$ cat src/design/rau_pkg.sv
// Package for the rational arithmetic unit: operation and status codes,
// controller state type and controller/datapath command and status structs.
package rau_pkg;

  localparam int unsigned WordBitsDefault = 32;

  typedef enum logic [2:0] {
    OP_ADD = 3'd0,
    OP_SUB = 3'd1,
    OP_MUL = 3'd2,
    OP_DIV = 3'd3,
    OP_CMP = 3'd4
  } op_e;

  typedef enum logic [1:0] {
    ST_OK       = 2'd0,
    ST_ZERO_DEN = 2'd1,
    ST_DIV_ZERO = 2'd2,
    ST_OVERFLOW = 2'd3
  } status_e;

  typedef enum logic [3:0] {
    S_IDLE,
    S_MUL,
    S_SUM,
    S_GSHIFT,
    S_GSTRIP,
    S_GLOOP,
    S_DIVSETUP,
    S_DIV,
    S_CHECK,
    S_DONE
  } state_e;

  typedef struct packed {
    logic load;
    logic mul;
    logic sum;
    logic gshift;
    logic gstrip;
    logic gloop;
    logic divsetup;
    logic divstep;
    logic check;
  } cmd_t;

  typedef struct packed {
    logic early;
    logic both_even;
    logic x_odd;
    logic y_zero;
    logic div_last;
  } stat_t;

endpackage

$ cat src/design/rau_ctrl.sv
// Controller for the rational arithmetic unit: sequences load, products,
// binary GCD and restoring division. Depends on rau_pkg.
module rau_ctrl
  import rau_pkg::*;
(
  input  logic  clk_i,
  input  logic  rst_ni,
  input  logic  start_i,
  input  stat_t stat_i,
  output cmd_t  cmd_o,
  output logic  busy_o,
  output logic  done_o
);

  state_e state_q, state_d;

  always_ff @(posedge clk_i or negedge rst_ni) begin
    if (!rst_ni) begin
      state_q <= S_IDLE;
    end else begin
      state_q <= state_d;
    end
  end

  always_comb begin
    state_d = state_q;
    cmd_o   = '0;
    busy_o  = 1'b1;
    done_o  = 1'b0;
    case (state_q)
      S_IDLE: begin
        busy_o = 1'b0;
        if (start_i) begin
          cmd_o.load = 1'b1;
          state_d    = S_MUL;
        end
      end
      S_MUL: begin
        cmd_o.mul = 1'b1;
        state_d   = S_SUM;
      end
      S_SUM: begin
        cmd_o.sum = 1'b1;
        state_d   = S_GSHIFT;
      end
      S_GSHIFT: begin
        if (stat_i.early) begin
          state_d = S_DONE;
        end else if (stat_i.both_even) begin
          cmd_o.gshift = 1'b1;
        end else begin
          state_d = S_GSTRIP;
        end
      end
      S_GSTRIP: begin
        if (stat_i.x_odd) begin
          state_d = S_GLOOP;
        end else begin
          cmd_o.gstrip = 1'b1;
        end
      end
      S_GLOOP: begin
        if (stat_i.y_zero) begin
          state_d = S_DIVSETUP;
        end else begin
          cmd_o.gloop = 1'b1;
        end
      end
      S_DIVSETUP: begin
        cmd_o.divsetup = 1'b1;
        state_d        = S_DIV;
      end
      S_DIV: begin
        cmd_o.divstep = 1'b1;
        if (stat_i.div_last) begin
          state_d = S_CHECK;
        end
      end
      S_CHECK: begin
        cmd_o.check = 1'b1;
        state_d     = S_DONE;
      end
      S_DONE: begin
        done_o  = 1'b1;
        state_d = S_IDLE;
      end
      default: begin
        state_d = S_IDLE;
      end
    endcase
  end

endmodule

$ cat config.mk
export PLATFORM = sky130hd
export DESIGN_NAME = rau_ctrl
export DESIGN_NICKNAME = d
export VERILOG_FILES = /design/src/design/rau_pkg.sv /design/src/design/rau_ctrl.sv
export SDC_FILE = /design/constraint.sdc
export NUM_CORES = 1
export LEC_CHECK = 0
export BUFFER_PORTS_ARGS = -buffer_cell sky130_fd_sc_hd__buf_2
export CORE_AREA = 10 10 47 49
export DETAILED_ROUTE_END_ITERATION = 10
export DIE_AREA = 0 0 57 59
export GPL_TIMING_DRIVEN = 0
export HOLD_SLACK_MARGIN = 0.02
export SLEW_MARGIN = 15
export SYNTH_ARGS = -nofsm -noshare
export SYNTH_HDL_FRONTEND = slang
export SYNTH_SLANG_ARGS = --single-unit
$ cat constraint.sdc
create_clock -name clk_i -period 2.85 [get_ports clk_i]
set_input_delay 0.57 -clock clk_i [delete_from_list [all_inputs] [get_ports clk_i]]
set_output_delay 0.57 -clock clk_i [all_outputs]
set_load 0.03 [all_outputs]
# After elaboration in Yosys (flattened, before gate mapping)
# Cells that the tools add are included.
# op_classes
eq_ne	14
n_mux	23
reduce_logical	2
# op_table
op	count
$pmux W4 S9	1
$mux W4	6
$eq A4 B3 Y1 const B	4
$mux W1	16
$eq A4 B2 Y1 const B	2
$eq A4 B4 Y1 const B	2
$ne A2 B2 Y1 const B	4
$reduce_and A5 Y1	1
$eq A4 B1 Y1 const B	1
$logic_not A4 Y1	1
$ne A3 B3 Y1 const B	1
# totals
ff_bits	4
wordCells	40

# Longest topological paths before layout
# Gate-level depths: netlist of run 1.
# depth
ltp_word	3
mapped_depth	5
depth_no_buf	4

# Worst setup path after synthesis of run 1
# No wires, ideal clock.
# synth_timing
path_type	flip-flop to output port
start	register state_q[1]
end	output port cmd_o[4] (netlist name)
arrival_ns	1.546
required_time_ns	2.280
setup_slack_ns	0.734
stages_incl_launch_ff	3
path_buffers	1
path_cell_list	dfrtp_1 > buf_4 > nor4_1
# synth_rtl
item	line	source
start, declared	rau_ctrl.sv:15	state_e state_q, state_d;
start signal, assigned	rau_ctrl.sv:21	state_q <= state_d;
end, declared	rau_ctrl.sv:10	output cmd_t cmd_o,

==> results of run 1 <==
## kinds of logic (layout without fill, tap and decap cells)
logic type	after synthesis	count (layout)	share of synthesized area, %
compound gates	6	6	11.3
simple gates	26	26	45.0
buf+inv	4	25	5.97
mux	4	4	12.6
flops	4	4	25.2
## layer usage
layer | track usage, % | wire length (um) | vias to the layer above
li1 | - | - | 204
met3 | 3.86 | 72 | 0
met4 | 1.01 | 0 | 0
met5 | 0 | 0 | -
met1 | 6.83 | 466 | 187
met2 | 11.5 | 512 | 11
## critical path, stage by stage (launching register included)
cell and delay, ns:
dfrtp_1 0.35, clkbuf_1 0.33, nand2b_1 0.12, nor3_1 0.20, buf_2 0.24
## power by group through the flow
stage | combinational (W) | sequential (W) | clock, W
floorplan | 0.000374 | 0.0000962 | 0
global placement | 0.000471 | 0.0000990 | 0
CTS | 0.000474 | 0.0000997 | 0.0000722
finish | 0.000466 | 0.0000994 | 0.0000691
global route | 0.000510 | 0.000104 | 0.0000781
detailed placement | 0.000473 | 0.000100 | 0
## layout make-up
class                   count  area share, %
multi-input cells          36           51.7
flip-flops and latches      4           18.9
repair buffers             18           17.0
plain buffers               4           4.48
clock buffers               3           4.25
well taps                  16           3.77
## path summary, 6_finish.rpt
| check | end | cells past startpoint | slack, ns |
|---|---|---|---|
| worst max-delay path | cmd_o[0] | 4 | 0.80 |
| min in group clk_i | state_q[2] | 2 | 0.70 |
| worst min-delay path | state_q[2] | 1 | 0.13 |
| max in group asynchronous | state_q[0] | 1 | 2.60 |
| worst min register to register | state_q[2] | 2 | 0.70 |
| worst max register to register | state_q[2] | 4 | 1.32 |
## cell usage after synthesis, drive strengths merged
cell type  n
o41ai      1
o31ai      1
and4bb     1
nor2       8
clkbuf     1
mux2i      2
nand2      2
nor4bb     1
a211o      1
dfrtp      4
nand4bb    1
nand3b     1
o21ai      1
buf        3
nand2b     4
nor3b      2
nor4       1
nor3       4
o21a       2
and3       1
mux2       2
## metrics by stage
step                      instances  util (%)  hold WS [ns]  area [sq um]  power, W
after floorplan                  44         -         0.274           398  0.000470
after global placement           78      36.3         0.377           508  0.000570
after detailed placement         78      36.3         0.378           508  0.000574
after CTS                        81      37.9         0.130           531  0.000646
after global routing             81      37.9         0.122           531  0.000691
final                            81      37.9         0.135           531  0.000635
==> results.tsv, run 1 <==
metric	value	unit
outcome	completed	
RD Place Congestion	0.725	
RSZ-0062 raised after global routing	false	
layout cell share with drive strength beyond 1	46.2	%
synthesized area per cell	9.04	sq um
Synth Cell Area	398	sq um
Largest Register	state_q	
number of antenna violations at the first check in global routing	0	
max_cap viols	0	
CP endpoint kind	primary output	
vias in the first global route	441	
post-CTS resize count	0	
most frequent cells in the layout	buf_2, nor2_1, nand2b_1, nor3_1, dfrtp_1	
syn nets	52	
Worst Setup Start Kind	flop	
leakage	0.275	nW
I/O pin total	19	
Total Wirelength	1050	um
H-tree depth	1	
crit path DAT	1.48	ns
Routed WL per cell	13.0	um
most common cell after layout, fill and taps aside	buf_2	
Yosys cell types	24	
Die Width	57	um
routed vias/inst	4.96	
gr ovfl total	0	
via total after detailed routing	402	
Seq pwr share	15.7	%
Final Hold Vio Count	0	
reg2reg start	state_q[3]	
pwr dens	1200	nW/um^2
Port Buffers	18	
area of the multi-input gates	274	sq um
pre-CTS WS	1.03	ns
Die Y	59	um
highest clock rate	488	MHz
clock sink count	4	
number of setup buffers added after CTS	0	
period utilization	71.9	%
Final WS setup	0.800	ns
CP max FO	10	
Row Count	14	
global-route usage over all layers	6.59	%
Synth area leaders	dfrtp_1, mux2_4, nor2_1	
clock buffer depth	2	
minimum clock period	2.05	ns
Largest register FFs	4	
Post-route DRC	0	
Clock Skews	0.0000967	ns
FF+latch area	100	sq um
critical path required time	2.28	ns
Synth Register Bits	4	
Max Transition Viols Final	0	
Root Buffer	clkbuf_4	
post-synthesis sequential area ratio	25.2	%
CTS Hold Bufs	0	
Core ar.	1400	sq um
CTS tree	done	
worst setup path startpoint	state_q[3]	
Final ANT Viol Nets	0	
largest net degree at the start of global routing	11	
worst vdd ir	507	uV
Clock Latency Late Sink	0.23	ns
post-synthesis instance total	44	
Final #Nets	75	
Worst Hold Class	in2async	
setup TNS after final layout	0	ns
CTS Buf Count	3	
Ys Warns	0	
Pre-antenna DRT Iters	4	
P_sw	0.000317	W
worst-margin pin slew	0.386	ns
Gate power share	73.5	%
CP Class	reg2out	
biggest regs	state_q (4)	
Max-slew headroom	74.2	%
initial cell density of the core	28.4	%
sw frac	50.0	%
clock network power share	10.9	%
clk slew on worst S/H paths	0.04	ns
die area	3360	sq um
dominant cell type by area after synthesis	dfrtp_1	
Area growth syn-to-layout	33.3	%
antenna cells	0	
global-route wire length before repair	1810	um
Initial DRC Count	1	
Synth top area share	25.2	%
fillers	156	
internal power	0.000318	W
# setup viols final	0	
hpwl dp	858	um
Power figures use the tool's default switching activity.
==> inputs of run 2 (changes only) <==
==> constraint.sdc (replaced) <==
create_clock -name clk_i -period 2 [get_ports clk_i]
set_input_delay 0.4 -clock clk_i [delete_from_list [all_inputs] [get_ports clk_i]]
set_output_delay 0.4 -clock clk_i [all_outputs]
set_load 0.03 [all_outputs]
==> run 2 against run 1 <==
- final cell count up 1.2%
- clock skew is essentially flat
- critical path type unchanged
- core utilization up 0.80 points
- highest routed layer unchanged
- clock power grew 43%
- non-clock buffer count rose by 1
- sequential power is 43% higher
- combinational power is 44% higher
==> results.tsv, run 2 (synthesis results as in run 1) <==
metric	value	unit	change
outcome	completed		unchanged
Largest Register	state_q		unchanged
Routed WL per cell	12.8	um	was 13.0 um
CP Buf/Inv Count	2		unchanged
RSZ-0062 raised after global routing	false		unchanged
worst path cell trace	buf_4 > nor2_1 > and4bb_4 > buf_2		was clkbuf_1 > nand2b_1 > nor3_1 > buf_2
I/O pin total	19		unchanged
highest clock rate	542	MHz	
Area growth syn-to-layout	36.2	%	was 33.3%
biggest regs	state_q (4)		unchanged
number of setup buffers added after CTS	0		unchanged
sw frac	49.8	%	was 50.0%
Initial DRC Count	1		unchanged
max_cap viols	0		unchanged
crit path DAT	1.45	ns	was 1.48 ns
CTS tree	done		unchanged
clk slew on worst S/H paths	0.04	ns	about the same
clock sink count	4		unchanged
initial cell density of the core	28.4	%	unchanged
global-route wire length before repair	1840	um	was 1810 um
max layer used	met3		unchanged
Seq pwr share	15.6	%	was 15.7%
Worst Hold Class	in2async		unchanged
max incr delay on CP	0.37	ns	was 0.35 ns
RD Place Congestion	0.725		unchanged
minimum clock period	1.85	ns	
routed vias/inst	4.99		was 4.96
most frequent cells in the layout	buf_2, nor2_1, nand2b_1, nor3_1, dfrtp_1		unchanged
vias in the first global route	447		was 441
Clock Skews	0.000126	ns	was 0.0000967 ns
internal power	0.000457	W	was 0.000318 W
Final #Nets	76		was 75
Die Y	59	um	unchanged
CP max FO	10		unchanged
Core ar.	1400	sq um	unchanged
Die Width	57	um	unchanged
Row Count	14		unchanged
antenna cells	0		unchanged
Final ANT Viol Nets	0		unchanged
critical path required time	1.60	ns	was 2.28 ns
Routed met3 length	72	um	unchanged
DP Area	508	sq um	unchanged
Pre-antenna DRT Iters	2		was 4
Worst Setup Start Kind	flop		unchanged
setup TNS after final layout	0	ns	unchanged
# setup viols final	0		unchanged
number of antenna violations at the first check in global routing	0		unchanged
Max Transition Viols Final	0		unchanged
placed instance count	78		unchanged
Routed met1 length	468	um	was 466 um
CTS Buf Count	3		unchanged
Final Hold Vio Count	0		unchanged
Total Wirelength	1050	um	about the same
worst vdd ir	730	uV	was 507 uV
worst-margin pin slew	0.295	ns	was 0.386 ns
Root Buffer	clkbuf_4		unchanged
pwr dens	1680	nW/um^2	was 1200 nW/um^2
hpwl dp	858	um	unchanged
Slowest cell on crit path	dfrtp_1		unchanged
Largest register FFs	4		unchanged
post-route insts no fill	82		was 81
Max-slew headroom	80.1	%	was 74.2%
clock buffer depth	2		unchanged
most common cell after layout, fill and taps aside	buf_2		unchanged
gr ovfl total	0		unchanged
leakage	0.282	nW	was 0.275 nW
fillers	155		was 156
DR WL met2	512	um	unchanged
Crit path max-delay family	simple AND/OR/NAND/NOR gates		was buffers and inverters
Clock Latency Late Sink	0.23	ns	about the same
clock network power share	10.8	%	was 10.9%
period utilization	92.3	%	
CP Class	reg2out		unchanged
layout cell share with drive strength beyond 1	47.0	%	was 46.2%
via total after detailed routing	409		was 402
die area	3360	sq um	unchanged
P_sw	0.000453	W	was 0.000317 W
Gate power share	73.6	%	was 73.5%
H-tree depth	1		unchanged
final instance area	542	sq um	was 531 sq um
largest net degree at the start of global routing	11		unchanged
global-route usage over all layers	6.63	%	was 6.59%
CP endpoint kind	primary output		unchanged
Post-route DRC	0		unchanged
Port Buffers	18		unchanged
==> run 2: per-stage QoR <==
stage / hold WS, ns / power (W) / setup slack, ns / utilization, %
floorplan: 0.104 / 0.000670 / 0.0540 / -
global placement: 0.207 / 0.000812 / 0.379 / 36.3
detailed placement: 0.208 / 0.000818 / 0.378 / 36.3
CTS: 0.502 / 0.000922 / 0.108 / 38.6
global route: 0.518 / 0.000989 / 0.0355 / 38.7
finish: 0.501 / 0.000910 / 0.155 / 38.7
==> run 2: final cells by class <==
| type | instances | area, sq um | share of cell area [%] |
|---|---|---|---|
| tap | 16 | 20.0 | 3.70 |
| timing repair buffer | 19 | 100 | 18.5 |
| buffer | 4 | 25.0 | 4.62 |
| clock buffer | 3 | 22.5 | 4.16 |
| multi-input combinational | 36 | 274 | 50.6 |
| sequential | 4 | 100 | 18.5 |
==> run 2: metal layers <==
metal,up-vias,global-route usage [%]
met3,0,3.86
met5,-,0
li1,206,-
met4,0,1.01
met2,11,11.5
met1,192,6.95
==> run 2: worst paths after layout <==
kind                       startpoint          to  slack [ns]  cells after the start
max in group asynchronous      rst_ni  state_q[0]        1.38                      2
setup reg to reg           state_q[1]  state_q[2]        0.48                      5
setup / recovery           state_q[2]    cmd_o[5]        0.15                      4
min in group clk_i            start_i  state_q[0]        0.56                      4
hold / removal                 rst_ni  state_q[2]        0.50                      2
hold reg to reg            state_q[2]  state_q[2]        0.70                      2
==> run 2: what timing repair did <==
| item | in CTS | in global routing |
|---|---|---|
| hold buffers | 1 | 0 |
| hold endpoints to repair | 4 | 0 |
| endpoints found under the setup margin | 0 | 1 |
| gates resized for setup | 0 | 2 |
==> run 2: power groups by stage <==
stage	clock network, W	logic, W	registers, W
global route	0.000111	0.000730	0.000148
finish	0.0000986	0.000670	0.000142
detailed placement	0	0.000675	0.000143
global placement	0	0.000671	0.000141
floorplan	0	0.000533	0.000137
CTS	0.000103	0.000677	0.000142
==> inputs of run 3 (changes only) <==
--- a/config.mk
+++ b/config.mk
@@ -6,11 +6,15 @@
 export NUM_CORES = 1
 export LEC_CHECK = 0
 export BUFFER_PORTS_ARGS = -buffer_cell sky130_fd_sc_hd__buf_2
-export CORE_AREA = 10 10 47 49
+export CELL_PAD_IN_SITES_DETAIL_PLACEMENT = 2
+export CELL_PAD_IN_SITES_GLOBAL_PLACEMENT = 2
+export CORE_ASPECT_RATIO = 1.2
+export CORE_MARGIN = 10
+export CORE_UTILIZATION = 23
 export DETAILED_ROUTE_END_ITERATION = 10
-export DIE_AREA = 0 0 57 59
 export GPL_TIMING_DRIVEN = 0
 export HOLD_SLACK_MARGIN = 0.02
+export PLACE_DENSITY_LB_ADDON = 0.1
 export SLEW_MARGIN = 15
 export SYNTH_ARGS = -nofsm -noshare
 export SYNTH_HDL_FRONTEND = slang
==> run 3 against run 2 <==
- sequential share of layout area shrank 0.085 points
- die area grew 13%
- final cell count grew 2.4%
- sequential power is essentially flat
- non-clock buffer count is the same
- hold slack gained 0.0029 ns
- critical path type unchanged
- critical endpoint unchanged
- largest power group unchanged
==> results.tsv, run 3 (synthesis results as in run 1) <==
metric	value	unit	change
number of setup buffers added after CTS	0		unchanged
Final ANT Viol Nets	0		unchanged
highest clock rate	544	MHz	was 542 MHz
pre-CTS WS	0.270	ns	was 0.378 ns
die area	3800	sq um	was 3360 sq um
setup TNS after final layout	0	ns	unchanged
Final #Nets	76		unchanged
RSZ-0062 raised after global routing	false		unchanged
pwr dens	1690	nW/um^2	was 1680 nW/um^2
I/O pin total	19		unchanged
hpwl dp	1040	um	was 858 um
clock buffer depth	2		unchanged
Final WS setup	0.162	ns	was 0.155 ns
number of antenna violations at the first check in global routing	0		unchanged
Largest register FFs	4		unchanged
max_cap viols	0		unchanged
Clock Latency Late Sink	0.23	ns	about the same
clk slew on worst S/H paths	0.04	ns	about the same
post-route insts no fill	84		was 82
Row Count	16		was 14
CP endpoint kind	primary output		unchanged
CP max FO	10		unchanged
Max Transition Viols Final	0		unchanged
RD Place Congestion	0.692		was 0.725
worst-margin pin slew	0.276	ns	was 0.295 ns
Post-route DRC	0		unchanged
Worst R2R Setup Slack	0.44	ns	was 0.48 ns
clock sink count	4		unchanged
Final Core Density	33.2	%	was 38.7%
Max-slew headroom	81.3	%	was 80.1%
outcome	completed		unchanged
CP Class	reg2out		unchanged
placed instance count	80		was 78
Worst Setup Start Kind	flop		unchanged
Hold WS	0.504	ns	was 0.501 ns
Root Buffer	clkbuf_4		unchanged
grt met1 use	7.49	%	was 6.95%
via total after detailed routing	424		was 409
Worst Hold Class	in2async		unchanged
routed vias/inst	5.05		was 4.99
global-route usage over all layers	7.24	%	was 6.63%
Final Hold Vio Count	0		unchanged
Routed WL per cell	15.5	um	was 12.8 um
met3 Usage GRT	4.04	%	was 3.86%
H-tree depth	1		unchanged
Area growth syn-to-layout	36.8	%	was 36.2%
CTS Buf Count	3		unchanged
CTS tree	done		unchanged
grt peak-use layer	met2		unchanged
minimum clock period	1.84	ns	was 1.85 ns
# setup viols final	0		unchanged
vias in the first global route	472		was 447
met2 Use GR	11.6	%	was 11.5%
biggest regs	state_q (4)		unchanged
critical path required time	1.60	ns	about the same
layout cell share with drive strength beyond 1	47.0	%	unchanged
Core ar.	1640	sq um	was 1400 sq um
antenna cells	0		unchanged
most common cell after layout, fill and taps aside	buf_2		unchanged
most frequent cells in the layout	buf_2, nor2_1, nand2b_1, nor3_1, dfrtp_1		unchanged
Die Width	58.0	um	was 57 um
Total Wirelength	1300	um	was 1050 um
Die Y	65.6	um	was 59 um
largest net degree at the start of global routing	11		unchanged
Clock Skews	0.00560	ns	was 0.000126 ns
global-route wire length before repair	2190	um	was 1840 um
leakage	0.282	nW	unchanged
crit path DAT	1.44	ns	was 1.45 ns
initial cell density of the core	24.2	%	was 28.4%
gr ovfl total	0		unchanged
Pre-antenna DRT Iters	3		was 2
period utilization	91.9	%	was 92.3%
Initial DRC Count	5		was 1
Port Buffers	18		unchanged
Largest Register	state_q		unchanged
worst vdd ir	631	uV	was 730 uV
[run 3: cell counts in the layout (fill, tap and decap cells not counted)]
Identical to the previous run, type by type.
[run 3: what timing repair did]
| item | CTS | global route |
|---|---|---|
| hold endpoints to repair | 4 | 0 |
| setup endpoints to repair | 0 | 2 |
| gates resized for setup | 0 | 2 |
| hold buffers | 1 | 0 |
[run 3: area by class of cell]
type	count	area (sq um)
multi-input cells	36	274
well taps	18	22.5
clock buffers	3	22.5
fillers	202	1100
repair buffers	19	100
plain buffers	4	25.0
flip-flops and latches	4	100
[run 3: path summary, 6_finish.rpt]
kind / startpoint / to / cells after the start
worst min register to register: state_q[2] / state_q[2] / 2
max in group asynchronous: rst_ni / state_q[2] / 2
worst max-delay path: state_q[2] / cmd_o[5] / 4
min in group clk_i: start_i / state_q[0] / 4
worst min-delay path: rst_ni / state_q[1] / 2
worst max register to register: state_q[1] / state_q[2] / 5
[run 3: metrics by stage]
stage | area [sq um] | power [W]
2_1_floorplan | 398 | 0.000670
6_report | 544 | 0.000922
4_1_cts | 543 | 0.000944
3_3_place_gp | 510 | 0.000835
3_5_place_dp | 510 | 0.000833
5_1_grt | 544 | 0.00102
[run 3: power breakdown]
| part | internal (W) | switching, W |
|---|---|---|
| Combinational | 0.000268 | 0.000415 |
| Clock | 0.0000669 | 0.0000308 |
| Sequential | 0.000121 | 0.0000201 |
[run 3: critical path, cell delays in order (launching register included)]
cell and delay (ns):
dfrtp_1 0.37, buf_4 0.17, nor2_1 0.16, and4bb_4 0.30, buf_2 0.21
[run 3: metal layers]
metal	up-vias	wire, um	part of all wire, %
li1	207	-	-
met1	201	537	41
met2	14	628	48
met3	2	113	8.7
met4	0	19	1.5
met5	-	0	0
